==> src/sv/sha256_pkg.sv <==
// SHA-256 package: payload structs, FSM state type, controller/datapath
// command and status structs, round constants. No dependencies.
`timescale 1ns / 1ps
package sha256_pkg;

  typedef struct packed {
    logic [31:0] msg_word;
    logic [2:0]  byte_count;
    logic        last_item;
  } in_item_t;

  typedef struct packed {
    logic [31:0] digest_word;
    logic [2:0]  word_index;
    logic        last_word;
  } out_item_t;

  typedef enum logic [2:0] {
    ST_IDLE,
    ST_ROUND,
    ST_FOLD,
    ST_PAD,
    ST_EMIT
  } state_t;

  // word source for the block buffer
  typedef enum logic [2:0] {
    SRC_MSG,
    SRC_ZERO,
    SRC_LEN_HI,
    SRC_LEN_LO,
    SRC_PAD
  } src_t;

  typedef struct packed {
    logic       push;      // write one word to block buffer
    src_t       src;
    logic       load_vars; // a..h <= chaining value
    logic       round;     // one compression round
    logic       fold;      // chaining value += a..h
    logic       reinit;    // chaining value, counters back to initial
    logic       add_bytes; // byte_total += count of accepted item
  } cmd_t;

  typedef struct packed {
    logic [3:0] fill;
    logic [5:0] round_idx;
  } status_t;

  localparam logic [31:0] PAD_WORD = 32'h8000_0000;

  localparam logic [31:0] INIT_H [8] = '{
    32'h6a09e667, 32'hbb67ae85, 32'h3c6ef372, 32'ha54ff53a,
    32'h510e527f, 32'h9b05688c, 32'h1f83d9ab, 32'h5be0cd19};

  localparam logic [31:0] ROUND_K [64] = '{
    32'h428a2f98, 32'h71374491, 32'hb5c0fbcf, 32'he9b5dba5, 32'h3956c25b, 32'h59f111f1,
    32'h923f82a4, 32'hab1c5ed5, 32'hd807aa98, 32'h12835b01, 32'h243185be, 32'h550c7dc3,
    32'h72be5d74, 32'h80deb1fe, 32'h9bdc06a7, 32'hc19bf174, 32'he49b69c1, 32'hefbe4786,
    32'h0fc19dc6, 32'h240ca1cc, 32'h2de92c6f, 32'h4a7484aa, 32'h5cb0a9dc, 32'h76f988da,
    32'h983e5152, 32'ha831c66d, 32'hb00327c8, 32'hbf597fc7, 32'hc6e00bf3, 32'hd5a79147,
    32'h06ca6351, 32'h14292967, 32'h27b70a85, 32'h2e1b2138, 32'h4d2c6dfc, 32'h53380d13,
    32'h650a7354, 32'h766a0abb, 32'h81c2c92e, 32'h92722c85, 32'ha2bfe8a1, 32'ha81a664b,
    32'hc24b8b70, 32'hc76c51a3, 32'hd192e819, 32'hd6990624, 32'hf40e3585, 32'h106aa070,
    32'h19a4c116, 32'h1e376c08, 32'h2748774c, 32'h34b0bcb5, 32'h391c0cb3, 32'h4ed8aa4a,
    32'h5b9cca4f, 32'h682e6ff3, 32'h748f82ee, 32'h78a5636f, 32'h84c87814, 32'h8cc70208,
    32'h90befffa, 32'ha4506ceb, 32'hbef9a3f7, 32'hc67178f2};

  function automatic logic [31:0] ror(input logic [31:0] x, input int n);
    ror = (x >> n) | (x << (32 - n));
  endfunction

endpackage

==> src/sv/sha256_dp.sv <==
// SHA-256 datapath: block buffer / schedule window, round registers,
// chaining value, byte counter, padding word. Uses sha256_pkg.
`timescale 1ns / 1ps
module sha256_dp (
  input  logic                 clk,
  input  logic                 rst_n,
  input  sha256_pkg::cmd_t     cmd,
  input  sha256_pkg::in_item_t in_item,
  input  logic [2:0]           emit_idx,
  output sha256_pkg::status_t  status,
  output logic [31:0]          digest_word
);
  import sha256_pkg::*;

  logic [31:0] win_r [16];
  logic [31:0] v_r   [8];
  logic [31:0] h_r   [8];
  logic [60:0] total_r;
  logic [3:0]  fill_r;
  logic [5:0]  rnd_r;

  logic [2:0]  nb, add_n;
  logic [31:0] keep, msg_w, push_w, w, s0, s1, t1, t2, w15, w2;
  logic [63:0] bits;
  logic [3:0]  t4;

  always_comb begin
    nb = (in_item.byte_count > 3'd4) ? 3'd4 : in_item.byte_count;
    // non-final words with any nonzero count carry four bytes
    add_n = (!in_item.last_item && nb != 3'd0) ? 3'd4 : nb;
    keep = (nb == 3'd0) ? 32'h0 : (32'hffff_ffff << (6'd32 - {nb, 3'b000}));
    if (in_item.last_item && nb != 3'd4)
      msg_w = (in_item.msg_word & keep) | (PAD_WORD >> {nb, 3'b000});
    else
      msg_w = in_item.msg_word;
    bits = {total_r, 3'b000};
    case (cmd.src)
      SRC_MSG:    push_w = msg_w;
      SRC_ZERO:   push_w = 32'h0;
      SRC_PAD:    push_w = PAD_WORD;
      SRC_LEN_HI: push_w = bits[63:32];
      default:    push_w = bits[31:0];
    endcase
    t4  = rnd_r[3:0];
    w15 = win_r[t4 + 4'd1];
    w2  = win_r[t4 + 4'd14];
    s0  = ror(w15, 7) ^ ror(w15, 18) ^ (w15 >> 3);
    s1  = ror(w2, 17) ^ ror(w2, 19) ^ (w2 >> 10);
    w   = (rnd_r < 6'd16) ? win_r[t4] : win_r[t4] + s0 + win_r[t4 + 4'd9] + s1;
    t1  = v_r[7] + (ror(v_r[4], 6) ^ ror(v_r[4], 11) ^ ror(v_r[4], 25))
        + ((v_r[4] & v_r[5]) ^ (~v_r[4] & v_r[6])) + ROUND_K[rnd_r] + w;
    t2  = (ror(v_r[0], 2) ^ ror(v_r[0], 13) ^ ror(v_r[0], 22))
        + ((v_r[0] & v_r[1]) ^ (v_r[0] & v_r[2]) ^ (v_r[1] & v_r[2]));
  end

  always_ff @(posedge clk) begin
    if (cmd.push) win_r[fill_r] <= push_w;
    else if (cmd.round && rnd_r >= 6'd16) win_r[t4] <= w;
    if (cmd.load_vars) v_r <= h_r;
    else if (cmd.round) begin
      v_r[7] <= v_r[6]; v_r[6] <= v_r[5]; v_r[5] <= v_r[4];
      v_r[4] <= v_r[3] + t1;
      v_r[3] <= v_r[2]; v_r[2] <= v_r[1]; v_r[1] <= v_r[0];
      v_r[0] <= t1 + t2;
    end
  end

  always_ff @(posedge clk) begin
    if (!rst_n || cmd.reinit) begin
      h_r     <= INIT_H;
      total_r <= '0;
      fill_r  <= '0;
      rnd_r   <= '0;
    end else begin
      if (cmd.add_bytes) total_r <= total_r + 61'(add_n);
      if (cmd.push) fill_r <= fill_r + 4'd1;
      if (cmd.round) rnd_r <= rnd_r + 6'd1;
      if (cmd.fold)
        for (int i = 0; i < 8; i++) h_r[i] <= h_r[i] + v_r[i];
    end
  end

  assign status.fill      = fill_r;
  assign status.round_idx = rnd_r;
  assign digest_word      = h_r[emit_idx];
endmodule

==> src/sv/sha256_ctrl.sv <==
// SHA-256 controller FSM: accepts items, sequences pushes, rounds, padding
// and digest output. Uses sha256_pkg.
`timescale 1ns / 1ps
module sha256_ctrl (
  input  logic                 clk,
  input  logic                 rst_n,
  input  logic                 in_valid,
  input  sha256_pkg::in_item_t in_item,
  output logic                 in_ready,
  output logic                 out_valid,
  input  logic                 out_ready,
  input  sha256_pkg::status_t  status,
  output sha256_pkg::cmd_t     cmd,
  output logic [2:0]           emit_idx
);
  import sha256_pkg::*;

  state_t     state_r, state_nxt;
  logic       fin_r, fin_nxt;     // message ended, padding in progress
  logic       pad80_r, pad80_nxt; // full last word: 0x80 word still owed
  logic [2:0] idx_r, idx_nxt;
  logic       acc, use_word;
  src_t       prev_src_r;         // source of the most recent pushed word

  always_ff @(posedge clk) begin
    if (!rst_n) begin
      state_r <= ST_IDLE;
      fin_r   <= 1'b0;
      pad80_r <= 1'b0;
      idx_r   <= '0;
    end else begin
      state_r <= state_nxt;
      fin_r   <= fin_nxt;
      pad80_r <= pad80_nxt;
      idx_r   <= idx_nxt;
    end
  end

  always_comb begin
    state_nxt = state_r;
    fin_nxt   = fin_r;
    pad80_nxt = pad80_r;
    idx_nxt   = idx_r;
    cmd       = '0;
    cmd.src   = SRC_MSG;
    in_ready  = 1'b0;
    out_valid = 1'b0;
    acc       = 1'b0;
    use_word  = 1'b0;
    unique case (state_r)
      ST_IDLE: begin
        in_ready = 1'b1;
        acc = in_valid;
        if (acc) begin
          cmd.add_bytes = 1'b1;
          use_word = in_item.byte_count != 3'd0 || in_item.last_item;
          cmd.push = use_word;
          if (in_item.last_item) begin
            fin_nxt   = 1'b1;
            pad80_nxt = in_item.byte_count >= 3'd4;
          end
          if (use_word && status.fill == 4'd15) begin
            cmd.load_vars = 1'b1;
            state_nxt = ST_ROUND;
          end else if (in_item.last_item) begin
            state_nxt = ST_PAD;
          end
        end
      end
      ST_PAD: begin
        cmd.push = 1'b1;
        if (pad80_r) begin
          cmd.src = SRC_PAD;
          pad80_nxt = 1'b0;
        end else if (status.fill == 4'd15 && prev_src_r == SRC_LEN_HI) cmd.src = SRC_LEN_LO;
        else if (status.fill == 4'd14) cmd.src = SRC_LEN_HI;
        else cmd.src = SRC_ZERO;
        if (status.fill == 4'd15) begin
          cmd.load_vars = 1'b1;
          state_nxt = ST_ROUND;
        end
      end
      ST_ROUND: begin
        cmd.round = 1'b1;
        if (status.round_idx == 6'd63) state_nxt = ST_FOLD;
      end
      ST_FOLD: begin
        cmd.fold = 1'b1;
        // length words land at 14/15; fill is 0 here
        if (!fin_r) state_nxt = ST_IDLE;
        else if (pad80_r || status.fill != 4'd0 || prev_src_r != SRC_LEN_LO)
          state_nxt = ST_PAD;
        else state_nxt = ST_EMIT;
      end
      ST_EMIT: begin
        out_valid = 1'b1;
        if (out_ready) begin
          idx_nxt = idx_r + 3'd1;
          if (idx_r == 3'd7) begin
            cmd.reinit = 1'b1;
            fin_nxt = 1'b0;
            state_nxt = ST_IDLE;
          end
        end
      end
      default: state_nxt = ST_IDLE;
    endcase
  end

  always_ff @(posedge clk) begin
    if (!rst_n) prev_src_r <= SRC_MSG;
    else if (cmd.push) prev_src_r <= cmd.src;
  end

  assign emit_idx = idx_r;
endmodule

==> src/sv/sha256_message_digest.sv <==
// SHA-256 streaming hash, top level. Ties controller and datapath together.
// Uses sha256_pkg, sha256_ctrl, sha256_dp.
`timescale 1ns / 1ps
// Message words enter big-endian on in_*; only the word with last_item may
// carry fewer than four bytes. Every 16th word starts a 64-round compression
// (one round per cycle in a single round unit) followed by a fold, during
// which in_ready is low. After the last word the padding and length words
// are written one per cycle, which may add a second compression, then the
// eight digest words leave on out_*, word 0 first, and the block returns
// to the initial hash values.
module sha256_message_digest (
  input  logic                  clk,
  input  logic                  rst_n,
  input  logic                  in_valid,
  output logic                  in_ready,
  input  sha256_pkg::in_item_t  in_data,
  output logic                  out_valid,
  input  logic                  out_ready,
  output sha256_pkg::out_item_t out_data
);
  import sha256_pkg::*;

  cmd_t       cmd;
  status_t    status;
  logic [2:0] emit_idx;
  logic [31:0] digest_word;

  sha256_ctrl u_ctrl (
    .clk, .rst_n, .in_valid, .in_item(in_data), .in_ready,
    .out_valid, .out_ready, .status, .cmd, .emit_idx);

  sha256_dp u_dp (
    .clk, .rst_n, .cmd, .in_item(in_data), .emit_idx, .status, .digest_word);

  assign out_data.digest_word = digest_word;
  assign out_data.word_index  = emit_idx;
  assign out_data.last_word   = emit_idx == 3'd7;

`ifndef SYNTHESIS
  a_no_overlap: assert property (@(posedge clk) disable iff (!rst_n)
    !(in_ready && out_valid)) else $error("input taken during output");
  a_round_stall: assert property (@(posedge clk) disable iff (!rst_n)
    cmd.round |-> !in_ready) else $error("input taken during rounds");
  a_emit_order: assert property (@(posedge clk) disable iff (!rst_n)
    (out_valid && out_ready && emit_idx != 3'd7) |=> out_valid)
    else $error("digest output broken off");
`endif
endmodule
==> config.mk <==
export PLATFORM = sky130hd
export DESIGN_NAME = sha256_message_digest
export DESIGN_NICKNAME = d
export VERILOG_FILES = /design/src/sv/sha256_pkg.sv /design/src/sv/sha256_dp.sv /design/src/sv/sha256_ctrl.sv /design/src/sv/sha256_message_digest.sv
export SDC_FILE = /design/constraint.sdc
export NUM_CORES = 2
export LEC_CHECK = 0
export BUFFER_PORTS_ARGS = -buffer_cell sky130_fd_sc_hd__clkbuf_2
export CAP_MARGIN = 25
export CORE_AREA = 2 2 456 458
export DETAILED_ROUTE_END_ITERATION = 8
export DIE_AREA = 0 0 458 460
export PLACE_DENSITY = 0.61
export SETUP_SLACK_MARGIN = 0.4
export SYNTH_ARGS = -nofsm -noshare
export SYNTH_HDL_FRONTEND = slang
export SYNTH_HIERARCHICAL = 1
export SYNTH_SLANG_ARGS = --single-unit
export TNS_END_PERCENT = 100
==> constraint.sdc <==
create_clock -name clk -period 16.9 [get_ports clk]
set_clock_uncertainty 0.2 [all_clocks]
set_input_delay 1.69 -clock clk [delete_from_list [all_inputs] [get_ports clk]]
set_output_delay 1.69 -clock clk [all_outputs]
set_load 0.02 [all_outputs]
Word level (Yosys, flattened, before mapping)
Memory sizes are Yosys's and may differ from the RTL's. A register that Yosys moved wholly into a read port is not among the register bits. Cells that the tools add are included.

Multiply operators: 0. Div/mod/pow operators: 0. Equality and inequality tests: 21. Shift operators: 2. Multiplexer cells: 60. Reductions and logical operators: 25. Add/sub/neg operators: 26. Magnitude comparators: 6. Bitwise logic cells: 31.

Operators by type and width (number): $add A32 B32 Y32 (18); $mux W256 (2); $xor A32 B32 Y32 (9); $mux W32 (8); $and A32 B32 Y32 (6); $pmux W32 S4 (1); $bmux W32 S3 (1); $add A61 B3 Y61 (1); $mux W3 (14); $not A32 Y32 (1); $or A10 B32 Y32 (1); $or A13 B32 Y32 (1); $or A14 B32 Y32 (1); $or A15 B32 Y32 (1); $or A19 B32 Y32 (1); $or A21 B32 Y32 (1); $or A25 B32 Y32 (1); $or A26 B32 Y32 (1); $or A30 B32 Y32 (1); $or A32 B32 Y32 (1); $or A7 B32 Y32 (1); $reduce_or A32 Y1 (1); $shl A32 B6 Y32 const A (1); $shr A32 B6 Y32 const A (1); other kinds (40) (96).

Latch bits: 0. Bits in read-only memories: 2048. Logic and storage cells: 197. Memories kept: 2. Output and inout bits: 38. Register bits: 594. Input port bits: 40. RAM bits: 512.

Memory list: (no name shown) (depth 64, bits a word 32, rd ports 1, clocked after memory_dff 0, wr ports 0, RTL line sha256_dp.sv:51) `+ ((v_r[4] & v_r[5]) ^ (~v_r[4] & v_r[6])) + ROUND_K[rnd_r] + w;`; u_dp.win_r (depth 16, bits a word 32, rd ports 4, clocked after memory_dff 1, wr ports 1, RTL line sha256_dp.sv:15) `logic [31:0] win_r [16];`.

Depth between registers and ports, before layout
An unclocked memory read counts as a cell.

Depth in word-level cells: 13. Depth in mapped cells: 59. Gate-level depth less buffers: 54.

Modules after synthesis
The synthesis kept the hierarchy.

By module, submodules not included: sha256_dp (sequential area each 29688.5 µm², cells an instance 7171, times used 1, area an instance 81239.2 µm²); sha256_ctrl (sequential area each 220.2 µm², cells an instance 91, times used 1, area an instance 754.5 µm²); sha256_message_digest (sequential area each 0.0 µm², cells an instance 1, times used 1, area an instance 6.3 µm²).

Worst setup path before layout
OpenSTA, ideal clock, no wires.

Path kind: register to register. Start: register u_dp.rnd_r[1]. End: register u_dp/v_r[255] (netlist name), data pin. Setup slack: 3.116 ns. Required time: 16.440 ns. Clock period less this slack: 13.784 ns. Arrival: 13.325 ns. Buffers on the path: 8. Library setup time: 0.260 ns. Stages on the path, launching flop included: 58. Cells stage by stage: dfxtp_1 > clkbuf_1 > clkbuf_1 > clkbuf_1 > clkbuf_1 > inv_1 > ha_1 > buf_2 > buf_1 > clkbuf_1 > clkbuf_1 > mux4_2 > mux4_2 > xnor2_1 > fa_1 > inv_1 > fa_1 > inv_1 > (+22 left out) > nor2_1 > nor2_1 > xnor2_1 > inv_1 > fa_1 > inv_1 > ha_1 > a21o_1 > a21o_1 > a21o_1 > a2111oi_0 > o21ai_0 > o211a_1 > a221o_1 > and4_1 > nor3_1 > xnor2_1 > mux2_2.

Longest elaborated chain between the ends: 13. Elaborated cells between the ends (all ways): 26. Those cells by class: add/sub (9); order compare (1); mux (5); bitwise (9); memory (2).

Ends and longest elaborated chain: start: declaration (RTL line sha256_dp.sv:20) `logic [5:0] rnd_r;`; start signal: assignment (RTL line sha256_dp.sv:77) `if (cmd.round) rnd_r <= rnd_r + 6'd1;`; $add A4 B1 Y4 (RTL line sha256_dp.sv:45) `w15 = win_r[t4 + 4'd1];`; $mem_v2 Z16 W32; $or A25 B32 Y32 / $or A14 B32 Y32 (equally long branches) (RTL line sha256_pkg.sv:70) `ror = (x >> n) | (x << (32 - n));`; $xor A32 B32 Y32 (RTL line sha256_dp.sv:47) `s0 = ror(w15, 7) ^ ror(w15, 18) ^ (w15 >> 3);`; $xor A32 B29 Y32 (RTL line sha256_dp.sv:47); $add A32 B32 Y32 (3 in series) (RTL line sha256_dp.sv:49) `w = (rnd_r < 6'd16) ? win_r[t4] : win_r[t4] + s0 + win_r[t4 + 4'd9] + s1;`; $mux W32 (RTL line sha256_dp.sv:49); $add A32 B32 Y32 * (RTL line sha256_dp.sv:51); $add A32 B32 Y32 * (RTL line sha256_dp.sv:64) `v_r[0] <= t1 + t2;`; $mux W256 * (RTL line sha256_dp.sv:60) `else if (cmd.round) begin`; $mux W256 * (RTL line sha256_dp.sv:59) `if (cmd.load_vars) v_r <= h_r;`; end signal: assignment (RTL line sha256_dp.sv:59); end: declaration (RTL line sha256_dp.sv:16) `logic [31:0] v_r [8];`.

Mark *: on every way between the ends. The rest lies on a longest branch, timed or not. The select of a mux whose other input is x is not followed. A chain may end at the register's enable or synchronous reset.

Worst setup path after layout
Ends and elaborated chain as after synthesis.

==> impl_results.md <==
- Post-synthesis to final-layout area growth: 9.776%
- Num Clock Sinks: 1,110
- Slew @ Worst Pin: 1157 ps
- Gr ovfl total: 0
- Most numerous cell on the critical path: inv_1
- Status: completed
- Worst setup SP type: flip-flop
- Post-synth top area share: 28.12%
- Final setup margin: 2282 ps
- Crit path kind: reg -> reg
- Mapped Nets: 7,920
- Minimum clock period: 14,620 ps
- Starting Density: 39.80%
- Nets: 7,892
- DR vias/cell: 6.209
- Fin. Hold Viols: 0
- CTS Buf Count: 132
- All-Layer GR Usage: 25.89%
- Area leader, netlist: edfxtp_1
- H-Tree Depth: 4
- Wire length per cell: 27.67 microns
- Max FO, Critical Path: 67
- Setup WS pre-CTS: 2419 ps
- Fin Hold WS: 269.5 ps
- Slowest cell on crit path: dfxtp_4
- Root buffer cell: clkbuf_16
- Die area: 210,700 sq um
- Worst path max stage delay: 870 ps
- Die Span Y: 460 microns
- Crit. End Element: flip-flop
- R2r setup slk: 2280 ps
- I/O Pins: 78
- Clk Latency, worst-skew pair: 790 ps
- Die width: 458 microns
- Core Area: 206,000 sq um
- Hold Path Class: reg -> reg
- Top-count cell post-synth: edfxtp_1
- Resized Gates After CTS: 0
- Synthesized flop and latch total: 1,110
- CP Data Required Time: 17,220 ps
- First-pass GRT wire length: 407.3 mm
- Primary FF master, synth: edfxtp_1
- Asr flop ratio synth: 0%
- Post-route DRC: 0
- Syn Inst Count: 7,263
- Final ANT Viol Nets: 0
- Sequential area share after synthesis: 36.47%
- Final Util: 43.69%
- Post-synth EDFFs: 768
- Total wire length: 278.0 mm
- Max-cap violation count: 0
- Initial antenna violation count: 3
- Hold buffers post-CTS: 0
- Buffers on Ports: 77
- Vias: 62,380
- Rel. slew slack: 22.87%
- Post-CTS Setup Bufs: 0
- Pre-antenna DRT Iters: 8
- Syn_area_per_cell: 11.29 sq um
- Slew Limit Fails: 0
- Netlist Area Pre-Place: 82,000 sq um
- Commonest cells in the netlist: 768 x edfxtp_1, 577 x mux4_2, 516 x inv_1, 475 x nor2_1, 449 x o21ai_0
- Setup-failing EPs final: 0
- Synth cell types: 97
- Total negative slack: 0 ps
- Synth warn: 6
- 1st-iter DRT viols: 6,676
- Vias in the first global route: 60,650
- CTS clk-pin slew, worst paths: 60 ps
- Max Root-Sink Buffers: 3
- Largest net degree at the start of global routing: 155
- CP arrival: 14,940 ps
- CTS tree: yes
- Final period util: 86.50%
- Gpl congestion: 0.9901
- Row count: 167
- Synth top area cells: edfxtp_1 28%, mux4_2 16%, dfxtp_1 8.3%
- Hpwl dp: 198.0 mm
- Share of cells above drive strength 1: 18.14%
- Unrepaired setup endpoints after global routing: false
- Fmax: 68.41 MHz
==> sequential cells by signal, indices dropped and copies added (netlist names), named ones only <==
| register | cells |
|---|---|
| u_ctrl/pad80_r | 1 |
| u_ctrl/state_r | 3 |
| u_ctrl/prev_src_r | 3 |
| u_dp/rnd_r | 6 |
| u_ctrl/emit_idx | 3 |
| u_dp/fill_r | 4 |
| u_ctrl/fin_r | 1 |
| u_dp/h_r | 256 |
| u_dp/v_r | 256 |
| u_dp/total_r | 61 |
| u_dp/win_r | 512 |
==> cells in the final DEF (no fill, tap or decap), types with 255 or more instances in the layout <==
master and instances:
edfxtp_1 768, mux4_2 577, inv_1 515, nor2_1 457, o21ai_0 449, a21oi_1 440
nand2_1 438, ha_1 417, xnor2_1 389, dfxtp_1 329, mux2_2 255
==> final timing paths <==
path,startpoint,to,depth (start not counted)
hold reg to reg,u_ctrl/prev_src_r[0],u_ctrl/prev_src_r[0],2
setup reg to reg,u_dp/rnd_r[1],u_dp/v_r[255],48
setup / recovery,u_dp/rnd_r[1],u_dp/v_r[255],48
hold / removal,u_ctrl/prev_src_r[0],u_ctrl/prev_src_r[0],2
==> cell type report <==
cell class | instances | area [sq um]
inverters | 520 | 1957
diodes | 1 | 2.502
clock buffers | 173 | 3560
fillers | 19150 | 116000
well taps | 2704 | 3383
repair buffers | 221 | 1567
flip-flops and latches | 1110 | 29940
clock inverters | 69 | 724.4
multi-input cells | 5250 | 48880
==> logic make-up after synthesis <==
| family | Yosys count | share of synthesized area (%) |
|---|---|---|
| muxes | 973 | 21.07 |
| buffers and inverters | 903 | 4.179 |
| DFF | 1110 | 36.47 |
| AOI/OAI and AO/OA | 1621 | 12.48 |
| adders and majority gates | 622 | 11.27 |
| xor gates and xnor gates | 618 | 6.650 |
| and+or+nand+nor | 1416 | 7.872 |
==> layer usage <==
layer	GRT usage, %	wire length, microns	vias to the layer above
met2	42.08	130000	3125
met3	4.031	21920	542
met4	12.28	14940	0
met1	33.87	111200	31590
li1	-	-	27130
met5	0	0	-
==> stage by stage <==
stage                     instances  cell area (sq um)
after global placement         9781              85540
after global routing          10050              90020
after detailed placement       9800              85690
final                         10050              90020
after floorplan                7263              82000
after CTS                     10040              89980
==> worst max-delay path, delay by kind of cell (launching register included) <==
family	cells	cell delay [ps]
buffers and inverters	9	1250
AND/OR/NAND/NOR	11	2660
AO/OA/AOI/OAI	11	2680
flip-flops	1	870
XOR/XNOR	4	760
multiplexers	3	1280
adder cells (fa/ha/maj)	10	4490
Power is left out: the tool's default activity adds up to more than one toggle a clock period on the data nets, which glitch-free logic cannot reach.
